$ cat src/design/ps2dch_pkg.sv
// ----------------------------------------------------------------------------
// ps2dch_pkg
// Shared types and constants for the PS/2 device command handshake unit.
// ----------------------------------------------------------------------------
`default_nettype none

package ps2dch_pkg;

  localparam int MAX_ID_BYTES = 32;
  localparam int CNT_W        = $clog2(MAX_ID_BYTES + 1);
  localparam int TICK_W       = 4;
  localparam int CFG_W        = 6;

  // event codes carried on in_tuser
  typedef enum logic [2:0] {
    OP_RESET   = 3'd0,
    OP_IDENT   = 3'd1,
    OP_ENABLE  = 3'd2,
    OP_DISABLE = 3'd3,
    OP_RXBYTE  = 3'd4,
    OP_TICK    = 3'd5
  } op_t;

  typedef enum logic [1:0] {
    CMD_RESET   = 2'd0,
    CMD_IDENT   = 2'd1,
    CMD_ENABLE  = 2'd2,
    CMD_DISABLE = 2'd3
  } cmd_t;

  typedef enum logic [1:0] {
    KIND_TX     = 2'd0,
    KIND_ID     = 2'd1,
    KIND_FINISH = 2'd2
  } kind_t;

  typedef enum logic [2:0] {
    ST_OK      = 3'd0,
    ST_NODEV   = 3'd1,
    ST_INVALID = 3'd2,
    ST_TIMEOUT = 3'd3,
    ST_TOOLONG = 3'd4
  } status_t;

  typedef enum logic [0:0] {
    REG_WAIT_TICKS  = 1'b0,
    REG_ID_CAPACITY = 1'b1
  } reg_idx_t;

  localparam logic [TICK_W-1:0] WAIT_TICKS_RST  = TICK_W'(10);
  localparam logic [CFG_W-1:0]  ID_CAPACITY_RST = CFG_W'(32);

  // device protocol bytes
  localparam logic [7:0] B_RESET    = 8'hFF;
  localparam logic [7:0] B_IDENT    = 8'hF2;
  localparam logic [7:0] B_ENABLE   = 8'hF4;
  localparam logic [7:0] B_DISABLE  = 8'hF5;
  localparam logic [7:0] B_ACK      = 8'hFA;
  localparam logic [7:0] B_RESEND   = 8'hFE;
  localparam logic [7:0] B_BAT_OK   = 8'hAA;

  typedef struct packed {
    logic [CNT_W-1:0] id_count;
    status_t          status;
    logic [7:0]       payload;
    kind_t            kind;
  } res_t;

endpackage

`default_nettype wire

$ cat src/design/ps2dch_seq.sv
// ----------------------------------------------------------------------------
// ps2dch_seq
// Command sequencer state and per-event update; one event per cycle.
// ----------------------------------------------------------------------------
`default_nettype none

module ps2dch_seq (
  input  wire logic                          clk,
  input  wire logic                          rst_n,
  input  wire logic                          ev_valid,
  input  wire logic [2:0]                    ev_op,
  input  wire logic [7:0]                    ev_byte,
  input  wire logic [ps2dch_pkg::TICK_W-1:0] wait_ticks,
  input  wire logic [ps2dch_pkg::CFG_W-1:0]  id_capacity,
  output logic                               res_valid,
  output ps2dch_pkg::res_t                   res
);

  typedef enum logic [8:0] {
    PH_IDLE       = 9'b000000001,
    PH_DIS_ACK    = 9'b000000010,
    PH_EN_ACK     = 9'b000000100,
    PH_RST_R1     = 9'b000001000,
    PH_RST_R2     = 9'b000010000,
    PH_RST_DRAIN  = 9'b000100000,
    PH_ID_ACK     = 9'b001000000,
    PH_ID_COLLECT = 9'b010000000,
    PH_ID_EXTRA   = 9'b100000000
  } phase_t;

  localparam int CNT_W = ps2dch_pkg::CNT_W;
  localparam int TW    = ps2dch_pkg::TICK_W;

  phase_t               phase_r, phase_nxt;
  ps2dch_pkg::cmd_t     cmd_r, cmd_nxt;
  logic [TW-1:0]        tick_r, tick_nxt;
  logic [CNT_W-1:0]     coll_r, coll_nxt;

  logic [TW:0]          tick_inc;
  logic                 timeout;
  logic [CNT_W-1:0]     cap;
  logic [CNT_W-1:0]     coll_inc;
  ps2dch_pkg::op_t      op;

  assign op       = ps2dch_pkg::op_t'(ev_op);
  assign tick_inc = {1'b0, tick_r} + (TW+1)'(1);
  assign timeout  = tick_inc >= {1'b0, wait_ticks};
  assign coll_inc = coll_r + CNT_W'(1);

  // capacity clamped to 1..MAX_ID_BYTES
  always_comb begin
    if (id_capacity == '0) begin
      cap = CNT_W'(1);
    end else if (CNT_W'(id_capacity) > CNT_W'(ps2dch_pkg::MAX_ID_BYTES)) begin
      cap = CNT_W'(ps2dch_pkg::MAX_ID_BYTES);
    end else begin
      cap = CNT_W'(id_capacity);
    end
  end

  always_comb begin
    logic             do_tx;
    logic             do_fin;
    logic [7:0]       tx_byte;
    phase_t           tx_phase;
    ps2dch_pkg::status_t fin_st;

    do_tx     = 1'b0;
    do_fin    = 1'b0;
    tx_byte   = '0;
    tx_phase  = phase_r;
    fin_st    = ps2dch_pkg::ST_OK;
    phase_nxt = phase_r;
    cmd_nxt   = cmd_r;
    tick_nxt  = tick_r;
    coll_nxt  = coll_r;
    res_valid = 1'b0;
    res       = '0;

    if (ev_valid) begin
      unique case (op)
        ps2dch_pkg::OP_RESET, ps2dch_pkg::OP_IDENT,
        ps2dch_pkg::OP_ENABLE, ps2dch_pkg::OP_DISABLE: begin
          if (phase_r == PH_IDLE) begin
            cmd_nxt  = ps2dch_pkg::cmd_t'(ev_op[1:0]);
            coll_nxt = '0;
            do_tx    = 1'b1;
            if (op == ps2dch_pkg::OP_ENABLE) begin
              tx_byte  = ps2dch_pkg::B_ENABLE;
              tx_phase = PH_EN_ACK;
            end else begin
              tx_byte  = ps2dch_pkg::B_DISABLE;
              tx_phase = PH_DIS_ACK;
            end
          end
        end
        ps2dch_pkg::OP_RXBYTE: begin
          if (phase_r != PH_IDLE) begin
            tick_nxt = '0;
            unique case (phase_r)
              PH_DIS_ACK: begin
                if (ev_byte == ps2dch_pkg::B_RESEND) begin
                  do_tx    = 1'b1;
                  tx_byte  = ps2dch_pkg::B_DISABLE;
                  tx_phase = PH_DIS_ACK;
                end else if (ev_byte != ps2dch_pkg::B_ACK) begin
                  do_fin = 1'b1;
                  fin_st = ps2dch_pkg::ST_INVALID;
                end else if (cmd_r == ps2dch_pkg::CMD_RESET) begin
                  do_tx    = 1'b1;
                  tx_byte  = ps2dch_pkg::B_RESET;
                  tx_phase = PH_RST_R1;
                end else if (cmd_r == ps2dch_pkg::CMD_IDENT) begin
                  do_tx    = 1'b1;
                  tx_byte  = ps2dch_pkg::B_IDENT;
                  tx_phase = PH_ID_ACK;
                end else begin
                  do_fin = 1'b1;
                end
              end
              PH_EN_ACK: begin
                if (ev_byte == ps2dch_pkg::B_RESEND) begin
                  do_tx    = 1'b1;
                  tx_byte  = ps2dch_pkg::B_ENABLE;
                  tx_phase = PH_EN_ACK;
                end else begin
                  do_fin = 1'b1;
                  fin_st = (ev_byte == ps2dch_pkg::B_ACK) ? ps2dch_pkg::ST_OK
                                                          : ps2dch_pkg::ST_INVALID;
                end
              end
              PH_RST_R1, PH_RST_R2: begin
                if (ev_byte != ps2dch_pkg::B_ACK && ev_byte != ps2dch_pkg::B_BAT_OK) begin
                  do_fin = 1'b1;
                  fin_st = ps2dch_pkg::ST_INVALID;
                end else begin
                  phase_nxt = (phase_r == PH_RST_R1) ? PH_RST_R2 : PH_RST_DRAIN;
                end
              end
              PH_RST_DRAIN: begin
              end
              PH_ID_ACK: begin
                if (ev_byte == ps2dch_pkg::B_RESEND) begin
                  do_tx    = 1'b1;
                  tx_byte  = ps2dch_pkg::B_IDENT;
                  tx_phase = PH_ID_ACK;
                end else if (ev_byte != ps2dch_pkg::B_ACK) begin
                  do_fin = 1'b1;
                  fin_st = ps2dch_pkg::ST_INVALID;
                end else begin
                  phase_nxt = PH_ID_COLLECT;
                  coll_nxt  = '0;
                end
              end
              PH_ID_COLLECT: begin
                coll_nxt  = coll_inc;
                if (coll_inc >= cap) begin
                  phase_nxt = PH_ID_EXTRA;
                end
                res_valid   = 1'b1;
                res.kind    = ps2dch_pkg::KIND_ID;
                res.payload = ev_byte;
              end
              PH_ID_EXTRA: begin
                do_fin = 1'b1;
                fin_st = ps2dch_pkg::ST_TOOLONG;
              end
              default: begin
              end
            endcase
          end
        end
        ps2dch_pkg::OP_TICK: begin
          if (phase_r != PH_IDLE) begin
            tick_nxt = tick_inc[TW-1:0];
            if (timeout) begin
              do_fin = 1'b1;
              priority case (phase_r)
                PH_RST_R1:                                fin_st = ps2dch_pkg::ST_NODEV;
                PH_RST_DRAIN, PH_ID_COLLECT, PH_ID_EXTRA: fin_st = ps2dch_pkg::ST_OK;
                default:                                  fin_st = ps2dch_pkg::ST_TIMEOUT;
              endcase
            end
          end
        end
        default: begin
        end
      endcase

      if (do_tx) begin
        phase_nxt   = tx_phase;
        tick_nxt    = '0;
        res_valid   = 1'b1;
        res.kind    = ps2dch_pkg::KIND_TX;
        res.payload = tx_byte;
      end
      if (do_fin) begin
        phase_nxt    = PH_IDLE;
        tick_nxt     = '0;
        res_valid    = 1'b1;
        res.kind     = ps2dch_pkg::KIND_FINISH;
        res.status   = fin_st;
        res.id_count = (cmd_r == ps2dch_pkg::CMD_IDENT) ? coll_r : '0;
      end
    end
  end

  always_ff @(posedge clk) begin
    if (!rst_n) begin
      phase_r <= PH_IDLE;
      cmd_r   <= ps2dch_pkg::CMD_RESET;
      tick_r  <= '0;
      coll_r  <= '0;
    end else begin
      phase_r <= phase_nxt;
      cmd_r   <= cmd_nxt;
      tick_r  <= tick_nxt;
      coll_r  <= coll_nxt;
    end
  end

endmodule

`default_nettype wire

$ cat src/design/ps2_device_command_handshake_unit.sv
// An event's result goes to the output register, or to the skid if that is stalled.
// Throughput: one event per cycle while the skid is empty; single-pass sequencer update.
// A two-entry output buffer (output register plus skid) keeps in_tready off out_tready.
// Reset (rst_n low, synchronous) returns to idle, empties the buffer and sets
// wait_ticks to 10 and id_capacity to 32.
// ----------------------------------------------------------------------------
// ps2_device_command_handshake_unit
// Host-side PS/2 command sequencer with stream event input and result output.
// ----------------------------------------------------------------------------
`default_nettype none

module ps2_device_command_handshake_unit (
  input  wire logic        clk,
  input  wire logic        rst_n,
  input  wire logic        in_tvalid,
  output logic             in_tready,
  input  wire logic [7:0]  in_tdata,   // [7:0] rx_byte
  input  wire logic [2:0]  in_tuser,   // [2:0] opcode
  output logic             out_tvalid,
  input  wire logic        out_tready,
  output logic [23:0]      out_tdata,  // [7:0] payload, [10:8] status, [16:11] id_count, rest 0
  output logic [1:0]       out_tuser,  // [1:0] kind
  input  wire logic        cfg_valid,
  output logic             cfg_ready,
  input  wire logic        cfg_index,
  input  wire logic [5:0]  cfg_data
);

  logic [ps2dch_pkg::TICK_W-1:0] wait_ticks_r;
  logic [ps2dch_pkg::CFG_W-1:0]  id_cap_r;

  logic                 in_fire;
  logic                 res_valid;
  ps2dch_pkg::res_t     res;

  logic                 out_valid_r, out_valid_nxt;
  ps2dch_pkg::res_t     out_data_r, out_data_nxt;
  logic                 skid_valid_r, skid_valid_nxt;
  ps2dch_pkg::res_t     skid_data_r, skid_data_nxt;

  assign cfg_ready = 1'b1;
  assign in_tready = !skid_valid_r;
  assign in_fire   = in_tvalid && in_tready;

  always_ff @(posedge clk) begin
    if (!rst_n) begin
      wait_ticks_r <= ps2dch_pkg::WAIT_TICKS_RST;
      id_cap_r     <= ps2dch_pkg::ID_CAPACITY_RST;
    end else if (cfg_valid) begin
      if (cfg_index == ps2dch_pkg::REG_WAIT_TICKS) begin
        wait_ticks_r <= cfg_data[ps2dch_pkg::TICK_W-1:0];
      end else begin
        id_cap_r <= cfg_data;
      end
    end
  end

  ps2dch_seq u_seq (
    .clk         (clk),
    .rst_n       (rst_n),
    .ev_valid    (in_fire),
    .ev_op       (in_tuser),
    .ev_byte     (in_tdata),
    .wait_ticks  (wait_ticks_r),
    .id_capacity (id_cap_r),
    .res_valid   (res_valid),
    .res         (res)
  );

  // skid only fills when the output register is stalled
  always_comb begin
    out_valid_nxt  = out_valid_r;
    out_data_nxt   = out_data_r;
    skid_valid_nxt = skid_valid_r;
    skid_data_nxt  = skid_data_r;
    if (!out_valid_r || out_tready) begin
      if (skid_valid_r) begin
        out_valid_nxt  = 1'b1;
        out_data_nxt   = skid_data_r;
        skid_valid_nxt = 1'b0;
      end else begin
        out_valid_nxt = res_valid;
        out_data_nxt  = res;
      end
    end else if (res_valid) begin
      skid_valid_nxt = 1'b1;
      skid_data_nxt  = res;
    end
  end

  always_ff @(posedge clk) begin
    if (!rst_n) begin
      out_valid_r  <= 1'b0;
      skid_valid_r <= 1'b0;
    end else begin
      out_valid_r  <= out_valid_nxt;
      skid_valid_r <= skid_valid_nxt;
    end
  end

  always_ff @(posedge clk) begin
    out_data_r  <= out_data_nxt;
    skid_data_r <= skid_data_nxt;
  end

  assign out_tvalid = out_valid_r;
  assign out_tuser  = out_data_r.kind;
  assign out_tdata  = {7'd0, out_data_r.id_count, out_data_r.status, out_data_r.payload};

endmodule

`default_nettype wire

$ cat config.mk
export PLATFORM = sky130hd
export DESIGN_NAME = ps2_device_command_handshake_unit
export DESIGN_NICKNAME = d
export VERILOG_FILES = /design/src/design/ps2dch_pkg.sv /design/src/design/ps2dch_seq.sv /design/src/design/ps2_device_command_handshake_unit.sv
export SDC_FILE = /design/constraint.sdc
export NUM_CORES = 1
export LEC_CHECK = 0
export BUFFER_PORTS_ARGS = -buffer_cell sky130_fd_sc_hd__buf_4
export CORE_MARGIN = 4
export CORE_UTILIZATION = 45
export DETAILED_ROUTE_END_ITERATION = 8
export PLACE_DENSITY = 0.69
export SLEW_MARGIN = 10
export SYNTH_ARGS = -nofsm -noshare
export SYNTH_HDL_FRONTEND = slang
export SYNTH_SLANG_ARGS = --single-unit
$ cat constraint.sdc
create_clock -name clk -period 8.7 [get_ports clk]
set_input_delay 0.87 -clock clk [delete_from_list [all_inputs] [get_ports clk]]
set_output_delay 0.87 -clock clk [all_outputs]
set_load 0.02 [all_outputs]
== After elaboration in Yosys (flattened, before gate mapping) ==
Index checks and enable logic that the tools add are counted.

* Output and inout bits: 29
* Input port bits: 23
* Flip-flop bits (word level): 71

* Add/sub/neg operators: 2
* Bitwise operators: 3
* Equal/unequal tests: 38
* Reduce and logical (&&, ||, !) cells: 27
* Magnitude comparators: 3
* Mux-type cells: 96

{| class="wikitable"
|+ Operators with widths
! kind !! count
|-
| $mux 9 || 17
|-
| $mux 8 || 8
|-
| $pmux 9 s3 || 2
|-
| $mux 6 || 8
|-
| $mux 10 || 4
|-
| $mux 19 || 2
|-
| $mux 1 || 28
|-
| $pmux 6 s2 || 2
|-
| $pmux 8 s3 || 1
|-
| $mux 3 || 6
|-
| $pmux 9 s2 || 1
|-
| $eq 8x8->1 const B || 2
|-
| $mux 4 || 4
|-
| $ne 8x8->1 const B || 2
|-
| $pmux 8 s2 || 1
|-
| $reduce_and 16->1 || 1
|-
| $ne 4x1->1 const B || 3
|-
| $ne 4x4->1 const B || 3
|-
| $pmux 3 s4 || 1
|-
| $ne 5x4->1 const B || 2
|-
| $eq 9x1->1 const B || 1
|-
| $eq 9x2->1 const B || 1
|-
| $eq 9x3->1 const B || 1
|-
| $eq 9x4->1 const B || 1
|-
| 47 further kinds || 67
|}

== Depth between registers and ports, before layout ==
Gate-level depths: netlist of run 1.

* Depth in word-level cells: 13
* Mapped depth: 11
* Mapped depth without buffers: 11

== Hierarchy ==
From an unflattened synthesis of run 1, not the netlist that was laid out.

* Cells, all modules: 403
* Area, all modules: 3990.1 sq um

{| class="wikitable"
|+ Modules (own cells, without submodules)
! module !! times used !! sequential area each (sq um) !! cells each !! area each (sq um)
|-
| ps2dch_seq || 1 || 420.4 || 281 || 2064.5
|-
| ps2_device_command_handshake_unit || 1 || 1381.3 || 122 || 1925.6
|}

== Least setup slack after synthesis of run 1 ==
No wires, ideal clock.

* Path type: input to register
* Start: in in_tuser[0]
* End: reg skid_data_r[0] (netlist name) (enable)
* Setup slack: 4.695 ns
* Data required time: 8.275 ns
* Setup time: 0.425 ns
* Cell stages on the path: 6
* Arrival: 3.581 ns
* Cells stage by stage: or3b_2 a31oi_1 o2111ai_1 nand2_1 a21oi_1 a211oi_1

* Longest elaborated chain between the ends: 8

{| class="wikitable"
|+ Ends and longest elaborated chain
! item !! RTL line !! source
|-
| from (decl) || ps2_device_command_handshake_unit.sv:18 || <nowiki>input wire logic [2:0] in_tuser,</nowiki>
|-
| $eq 3x1->1, or another cell as far along || ps2dch_seq.sv:81 || <nowiki>unique case (op)</nowiki>
|-
| $reduce_or 4->1 || ps2dch_seq.sv:81 ||
|-
| $pmux 1 s2 || ps2dch_seq.sv:81 ||
|-
| $mux 1 || ps2dch_seq.sv:80 || <nowiki>if (ev_valid) begin</nowiki>
|-
| $mux 1 || ps2dch_seq.sv:190 || <nowiki>if (do_tx) begin</nowiki>
|-
| $mux 1 * || ps2dch_seq.sv:197 || <nowiki>if (do_fin) begin</nowiki>
|-
| $mux 1 * || ps2dch_seq.sv:80 ||
|-
| $reduce_and 2->1 (no source line) * || - ||
|-
| to (signal assigned) || ps2_device_command_handshake_unit.sv:103 || <nowiki>skid_data_r <= skid_data_nxt;</nowiki>
|-
| to (decl) || ps2_device_command_handshake_unit.sv:39 || <nowiki>ps2dch_pkg::res_t skid_data_r, skid_data_nxt;</nowiki>
|}

Every way passes the cells marked *; elsewhere a longest branch is shown, timed or not. The select of a mux whose other input is x is not followed.
A chain may end at the register's enable or synchronous reset.

== Worst setup path after layout of run 1 ==
* Start: reg u_seq.tick_r[0]
* End: reg out_data_r, in the netlist out_tdata[11] (data pin)

* Longest elaborated chain between the ends: 9

{| class="wikitable"
|+ Ends and longest elaborated chain
! item !! RTL line !! source
|-
| from (decl) || ps2dch_seq.sv:36 || <nowiki>logic [TW-1:0] tick_r, tick_nxt;</nowiki>
|-
| from (signal assigned) || ps2dch_seq.sv:217 || <nowiki>tick_r <= tick_nxt;</nowiki>
|-
| $add 4x1->5 || ps2dch_seq.sv:46 || <nowiki>assign tick_inc = {1'b0, tick_r} + (TW+1)'(1);</nowiki>
|-
| $ge 5x4->1 || ps2dch_seq.sv:47 || <nowiki>assign timeout = tick_inc >= {1'b0, wait_ticks};</nowiki>
|-
| $mux 1 || ps2dch_seq.sv:176 || <nowiki>if (timeout) begin</nowiki>
|-
| $mux 1 || ps2dch_seq.sv:174 || <nowiki>if (phase_r != PH_IDLE) begin</nowiki>
|-
| $pmux 1 s2 || ps2dch_seq.sv:81 ||
|-
| $mux 1 || ps2dch_seq.sv:80 ||
|-
| $mux 9 || ps2dch_seq.sv:197 ||
|-
| $mux 19 || ps2dch_seq.sv:80 ||
|-
| $mux 19 || ps2_device_command_handshake_unit.sv:77 || <nowiki>if (skid_valid_r) begin</nowiki>
|-
| to (signal assigned) || ps2_device_command_handshake_unit.sv:102 || <nowiki>out_data_r <= out_data_nxt;</nowiki>
|-
| to (decl) || ps2_device_command_handshake_unit.sv:37 || <nowiki>ps2dch_pkg::res_t out_data_r, out_data_nxt;</nowiki>
|}

No other way between the ends. The select of a mux whose other input is x is not followed.

==> metrics, run 1 <==
status=completed; CP dominant cell by count=ha_1; share of post-route cells with drive strength above 1=17.6%; mapped cell area=3870 um^2; DR iter-0 viols=264; sequential-to-total area share from yosys stat=46.6%; Antenna Nets Post-Route=0; Worst-Margin Slew=0.766 ns; Synth async-reset ratio=0%; Tot Pwr=0.766 mW; Critical R2R Launch=u_seq.tick_r[0]; CTS tree=built; Synth Flop Type=edfxtp_1; LEAKAGE=1.89 nW; Initial Util=46.6%; post-cts gate resize count=0; most frequent cells in the layout=nand2_1, buf_4, edfxtp_1, dfxtp_1, nand3_1; GR Overflow Total=0; setup TNS=0 ns; number of global-route vias before repair=2810; Worst Path Max Fanout=12; reg2reg end=out_tdata[11]; crit path to=out_tdata[11]; Pre-Repair DR Iteration Count=5; Cells after Synth=395; Worst EP required=8.92 ns; initial antenna violation count=0; Worst setup EP type=flip-flop; Tightest Hold Check Type=reg -> reg; cell row count=33; DPL Wire Length=6500 um; WS Path Type=reg -> reg; chip height=101 um; Distinct cells, synth=59; global-route usage over all layers=17.6%; total CTS buffers=9; MaxCap Viol Count=0; Routability Congestion=1.03; Final Instance Area=4430 um^2; Final Cycle Share=37.4%; vias per std cell=5.71; drt wl/cell=16.4 um; Clock transition at path regs=0.09 ns; Syn-to-layout area delta=14.7%; startpoint types=flip-flop; clk buf depth=2; cells along the critical path=ha_1, xor2_1, ha_1, o21ai_0, o21a_1, a21oi_1, nand3_1, nor3b_2, a22o_1; crit path DAT=3.47 ns; pin count of the biggest net entering global routing=40; htree depth=3; worst reg2reg path depth=9; Synth warnings=0; final wirelength=8780 um; DP Area=4210 um^2; final hold vios=0; pre-CTS setup slack=5.48 ns; Port Buffers=43; fin crit period=3.25 ns; CP max-delay cell=nor3b_2; Mean Syn Cell Area=9.79 um^2; die area=10100 um^2; Clock Sinks=71; Worst Slack Setup Final=5.45 ns; global-route wire length before repair=14000 um; Root Buffer=clkbuf_8; DIE WIDTH=101 um; final core utilization=53.4%; RSZ-0062 raised after global routing=false; most common cell after layout, fill and taps aside=nand2_1; Setup crit start=u_seq.tick_r[0]; power per cell area=173 nW/um^2; via count=3068; number of synthesized register bits=71; IO Count=52; Pins Over Slew Limit=0; cts hold-fix bufs=0; Final Skew=0.0138 ns; EDFF count, synth=38; relative slew slack=48.9%; Worst IR Drop VDD=0.0844 mV; R2R Setup Slk=5.45 ns; clock latency on the worst-skew pair=0.35 ns; final setup vio count=0; ant diodes=0; # DRC=0; post-CTS setup buffers=0; max frequency=307 MHz; Final Net Count=462; Crit path largest cell delay=0.67 ns; Placeable Area=8300 um^2
==> worst min path at each step <==
stage / from / to / slack (ns) / cells after the start
after global placement: id_cap_r[0] / id_cap_r[0] / 0.46 / 2
after global routing: id_cap_r[0] / id_cap_r[0] / 0.50 / 2
after detailed placement: id_cap_r[0] / id_cap_r[0] / 0.47 / 2
after CTS: id_cap_r[0] / id_cap_r[0] / 0.49 / 2
after floorplan: id_cap_r[0] / id_cap_r[0] / 0.44 / 2
final: id_cap_r[0] / id_cap_r[0] / 0.48 / 2
==> registers in the layout, summed over array words and instances (netlist names) <==
signal         cells
skid_valid_r       1
out_tuser          2
u_seq.tick_r       4
u_seq.phase_r      9
skid_data_r       19
id_cap_r           6
out_tvalid         1
wait_ticks_r       4
out_tdata         17
u_seq.cmd_r        2
u_seq.coll_r       6
==> metal layers <==
layer / up-vias / share of wire (%) / track usage (%) / routed length, um
met5: - / 0 / 0 / 0
met4: 0 / 2.2 / 6.32 / 191
met3: 19 / 9.4 / 4.57 / 826
met2: 151 / 44 / 26.5 / 3840
met1: 1393 / 45 / 24.4 / 3920
li1: 1505 / - / - / -
==> per-stage QoR <==
| step | hold WS (ns) | instances |
|---|---|---|
| 2_1_floorplan | 0.444 | 401 |
| 3_3_place_gp | 0.465 | 521 |
| 3_5_place_dp | 0.474 | 521 |
| 4_1_cts | 0.487 | 537 |
| 5_1_grt | 0.503 | 537 |
| 6_report | 0.481 | 537 |
==> layout make-up <==
class	count	area (um^2)
clock inverter	6	91.3
timing repair buffer	44	330
fill	760	3860
sequential	71	1800
multi-input combinational	291	1900
tap	105	131
clock buffer	10	138
inverter	10	37.5
==> report_power, final <==
group | internal (mW) | switching [mW]
logic | 0.0348 | 0.0547
registers | 0.363 | 0.00758
clock network | 0.171 | 0.134
==> kinds of logic after synthesis <==
kind of cell | count (synthesis) | synth area share, %
other | 2 | 0.194
muxes | 8 | 2.07
adders and majority gates | 12 | 3.88
xor gates and xnor gates | 11 | 2.49
and+or+nand+nor | 151 | 21.3
buffers and inverters | 39 | 4.85
DFF | 71 | 46.6
AOI/OAI and AO/OA | 101 | 18.6
==> critical path: cells and delay by family (launching register included) <==
family / cells / cell delay, ns
xor gates and xnor gates: 1 / 0.16
DFF: 1 / 0.36
adders and majority gates: 2 / 0.55
and+or+nand+nor: 2 / 1.07
AOI/OAI and AO/OA: 4 / 0.98
==> synthesized netlist by cell type, types with 3 or more instances <==
| cell | n | area, um^2 |
|---|---|---|
| nor2_1 | 16 | 60.1 |
| xor2_1 | 7 | 61.3 |
| and4b_1 | 4 | 40.0 |
| mux2i_1 | 8 | 80.1 |
| buf_4 | 10 | 75.1 |
| inv_1 | 10 | 37.5 |
| a21boi_0 | 15 | 113 |
| nor4_1 | 7 | 43.8 |
| xnor2_1 | 4 | 35.0 |
| a22o_1 | 6 | 52.6 |
| edfxtp_1 | 38 | 1140 |
| nor3_1 | 7 | 35.0 |
| o21ai_0 | 16 | 80.1 |
| nand4_1 | 3 | 18.8 |
| nor2b_1 | 10 | 62.6 |
| and2_1 | 8 | 50.1 |
| a31oi_1 | 6 | 37.5 |
| clkbuf_1 | 15 | 56.3 |
| nand2_1 | 47 | 176 |
| nand2b_1 | 4 | 25.0 |
| nor3_2 | 4 | 40.0 |
| a21oi_1 | 12 | 60.1 |
| dfxtp_1 | 33 | 661 |
| nand3_1 | 23 | 115 |
| ha_1 | 12 | 150 |
| nand3b_1 | 4 | 30.0 |
| a21o_1 | 16 | 120 |
| o21a_1 | 3 | 22.5 |
| o2111ai_1 | 4 | 35.0 |
Note: power is estimated with default switching activity, not from simulation.
==> run 2: changes to the inputs <==
==> constraint.sdc (replaced) <==
create_clock -name clk -period 3.12 [get_ports clk]
set_input_delay 0.312 -clock clk [delete_from_list [all_inputs] [get_ports clk]]
set_output_delay 0.312 -clock clk [all_outputs]
set_load 0.02 [all_outputs]
==> run 2 against run 1 <==
Effect of this change:
- clock power rose by 120%
- sequential share of layout area grew 0.25 points
- die area unchanged
- utilization shrank 0.33 points
- clock skew shrank 0.00091 ns
- total power rose to 2.5 times the previous value
- final cell count is 0.74% higher
- critical path depth is 1 higher
- flip-flop and latch count did not move
- via count rose by 1.3%
- highest routed layer unchanged
==> metrics, run 2 (synthesized netlist as in run 1, its figures left out) <==
Tightest Hold Check Type=in -> reg; crit path DAT=3.03 ns; Final Hold Slack=0.219 ns; Root Buffer=clkbuf_8; family with the most delay on the worst path=compound AO/OA/AOI/OAI gates; # DRC=0; DR iter-0 viols=249; final wirelength=8730 um; Final Non-Filler Cells=541; RSZ-0062 raised after global routing=false; CP max-delay cell=a21oi_1; fin crit period=2.82 ns; DIE WIDTH=101 um; Placeable Area=8300 um^2; die area=10100 um^2; post-cts gate resize count=0; Routability Congestion=0.927; Port Buffers=43; Worst-Margin Slew=0.778 ns; Pins Over Slew Limit=0; Syn-to-layout area delta=14.0%; share of post-route cells with drive strength above 1=18.1%; GR Overflow Total=0; final hold vios=0; Clock Sinks=71; clock latency on the worst-skew pair=0.35 ns; cells along the critical path=ha_1, xor2_1, ha_1, o21ai_0, o21a_1, a21oi_1, nand3_1, nor3b_2, buf_4, a22o_1; LEAKAGE=1.88 nW; drt wl/cell=16.1 um; HP Start=cfg_data[3]; ant diodes=0; Critical R2R Launch=u_seq.tick_r[0]; pin count of the biggest net entering global routing=40; Final Skew=0.0129 ns; clk buf depth=2; Pre-Repair DR Iteration Count=5; MaxCap Viol Count=0; most common cell after layout, fill and taps aside=buf_4; most frequent cells in the layout=buf_4, nand2_1, edfxtp_1, dfxtp_1, nand3_1; cts hold-fix bufs=0; CP dominant cell by count=ha_1; initial antenna violation count=0; Final Net Count=466; relative slew slack=48.1%; Worst Hold Path Cells=3; Inst Count DP=525; number of global-route vias before repair=2834; global-route usage over all layers=17.5%; Worst Path Max Fanout=12; worst reg2reg path depth=10; Final Cycle Share=90.2%; reg2reg end=out_tdata[11]; Buf/Inv on CP=1; WS Path Type=reg -> reg; via count=3109; DPL Wire Length=6470 um; htree depth=3; Top reg by flops=skid_data_r; Hold Path End=wait_ticks_r[3]; total CTS buffers=9; final setup vio count=0; Crit path largest cell delay=0.43 ns; Worst EP required=3.33 ns; startpoint types=flip-flop; post-CTS setup buffers=0; IO Count=52; number of flip-flops in the largest register=19; power per cell area=442 nW/um^2; Initial Util=46.6%; global-route wire length before repair=14000 um; vias per std cell=5.75; Worst IR Drop VDD=0.218 mV; Clock transition at path regs=0.08 ns; cell row count=33; Worst setup EP type=flip-flop; max frequency=355 MHz; status=completed; setup TNS=0 ns; Antenna Nets Post-Route=0; chip height=101 um; R2R Setup Slk=0.30 ns; CTS tree=built
## run 2: report_power, final
part           leakage (nW)  switching [mW]  total, mW  internal, mW
Sequential            0.672          0.0206       1.03          1.01
Combinational          1.12           0.158      0.259         0.102
Clock                0.0870           0.370      0.658         0.288
## run 2: layout make-up
class,instances,area [um^2]
Multi-Input combinational cell,291,1900
Timing Repair Buffer,48,360
Fill cell,768,3890
Clock buffer,9,124
Clock inverter,7,47.5
Sequential cell,71,1800
Tap cell,105,131
Inverter,10,37.5
## run 2: metrics by stage
step	utilization (%)	area, um^2	setup WS [ns]	total power [mW]
after global routing	53.1	4410	0.00282	2.04
after floorplan	-	3890	0.0132	1.22
after CTS	53.1	4410	0.319	1.97
after detailed placement	51.0	4240	0.331	1.31
after global placement	51.0	4240	0.448	1.31
final	53.1	4410	0.304	1.95
## run 2: how the worst max path moves through the flow
stage | start | to | slack [ns] | depth (start not counted)
3_5_place_dp | u_seq.tick_r[0] | out_tdata[11] | 0.33 | 10
5_1_grt | u_seq.tick_r[0] | out_tdata[11] | 0.003 | 10
4_1_cts | u_seq.tick_r[0] | out_tdata[11] | 0.32 | 10
6_report | u_seq.tick_r[0] | out_tdata[11] | 0.30 | 10
3_3_place_gp | u_seq.tick_r[0] | skid_data_r[11] | 0.45 | 9
2_1_floorplan | u_seq.tick_r[0] | skid_data_r[0] | 0.01 | 8
## run 2: worst min-delay path, stage by stage
cell and delay [ns]:
buf_4 0.08, o21ai_0 0.07, nand2_1 0.06
## run 2: per-layer routing
metal | vias to the layer above | global-route usage (%) | share of wire [%]
li1 | 1514 | - | -
met1 | 1455 | 25.2 | 47
met2 | 127 | 25.7 | 44
met3 | 13 | 3.32 | 7.4
met4 | 0 | 7.05 | 1.9
met5 | - | 0 | 0
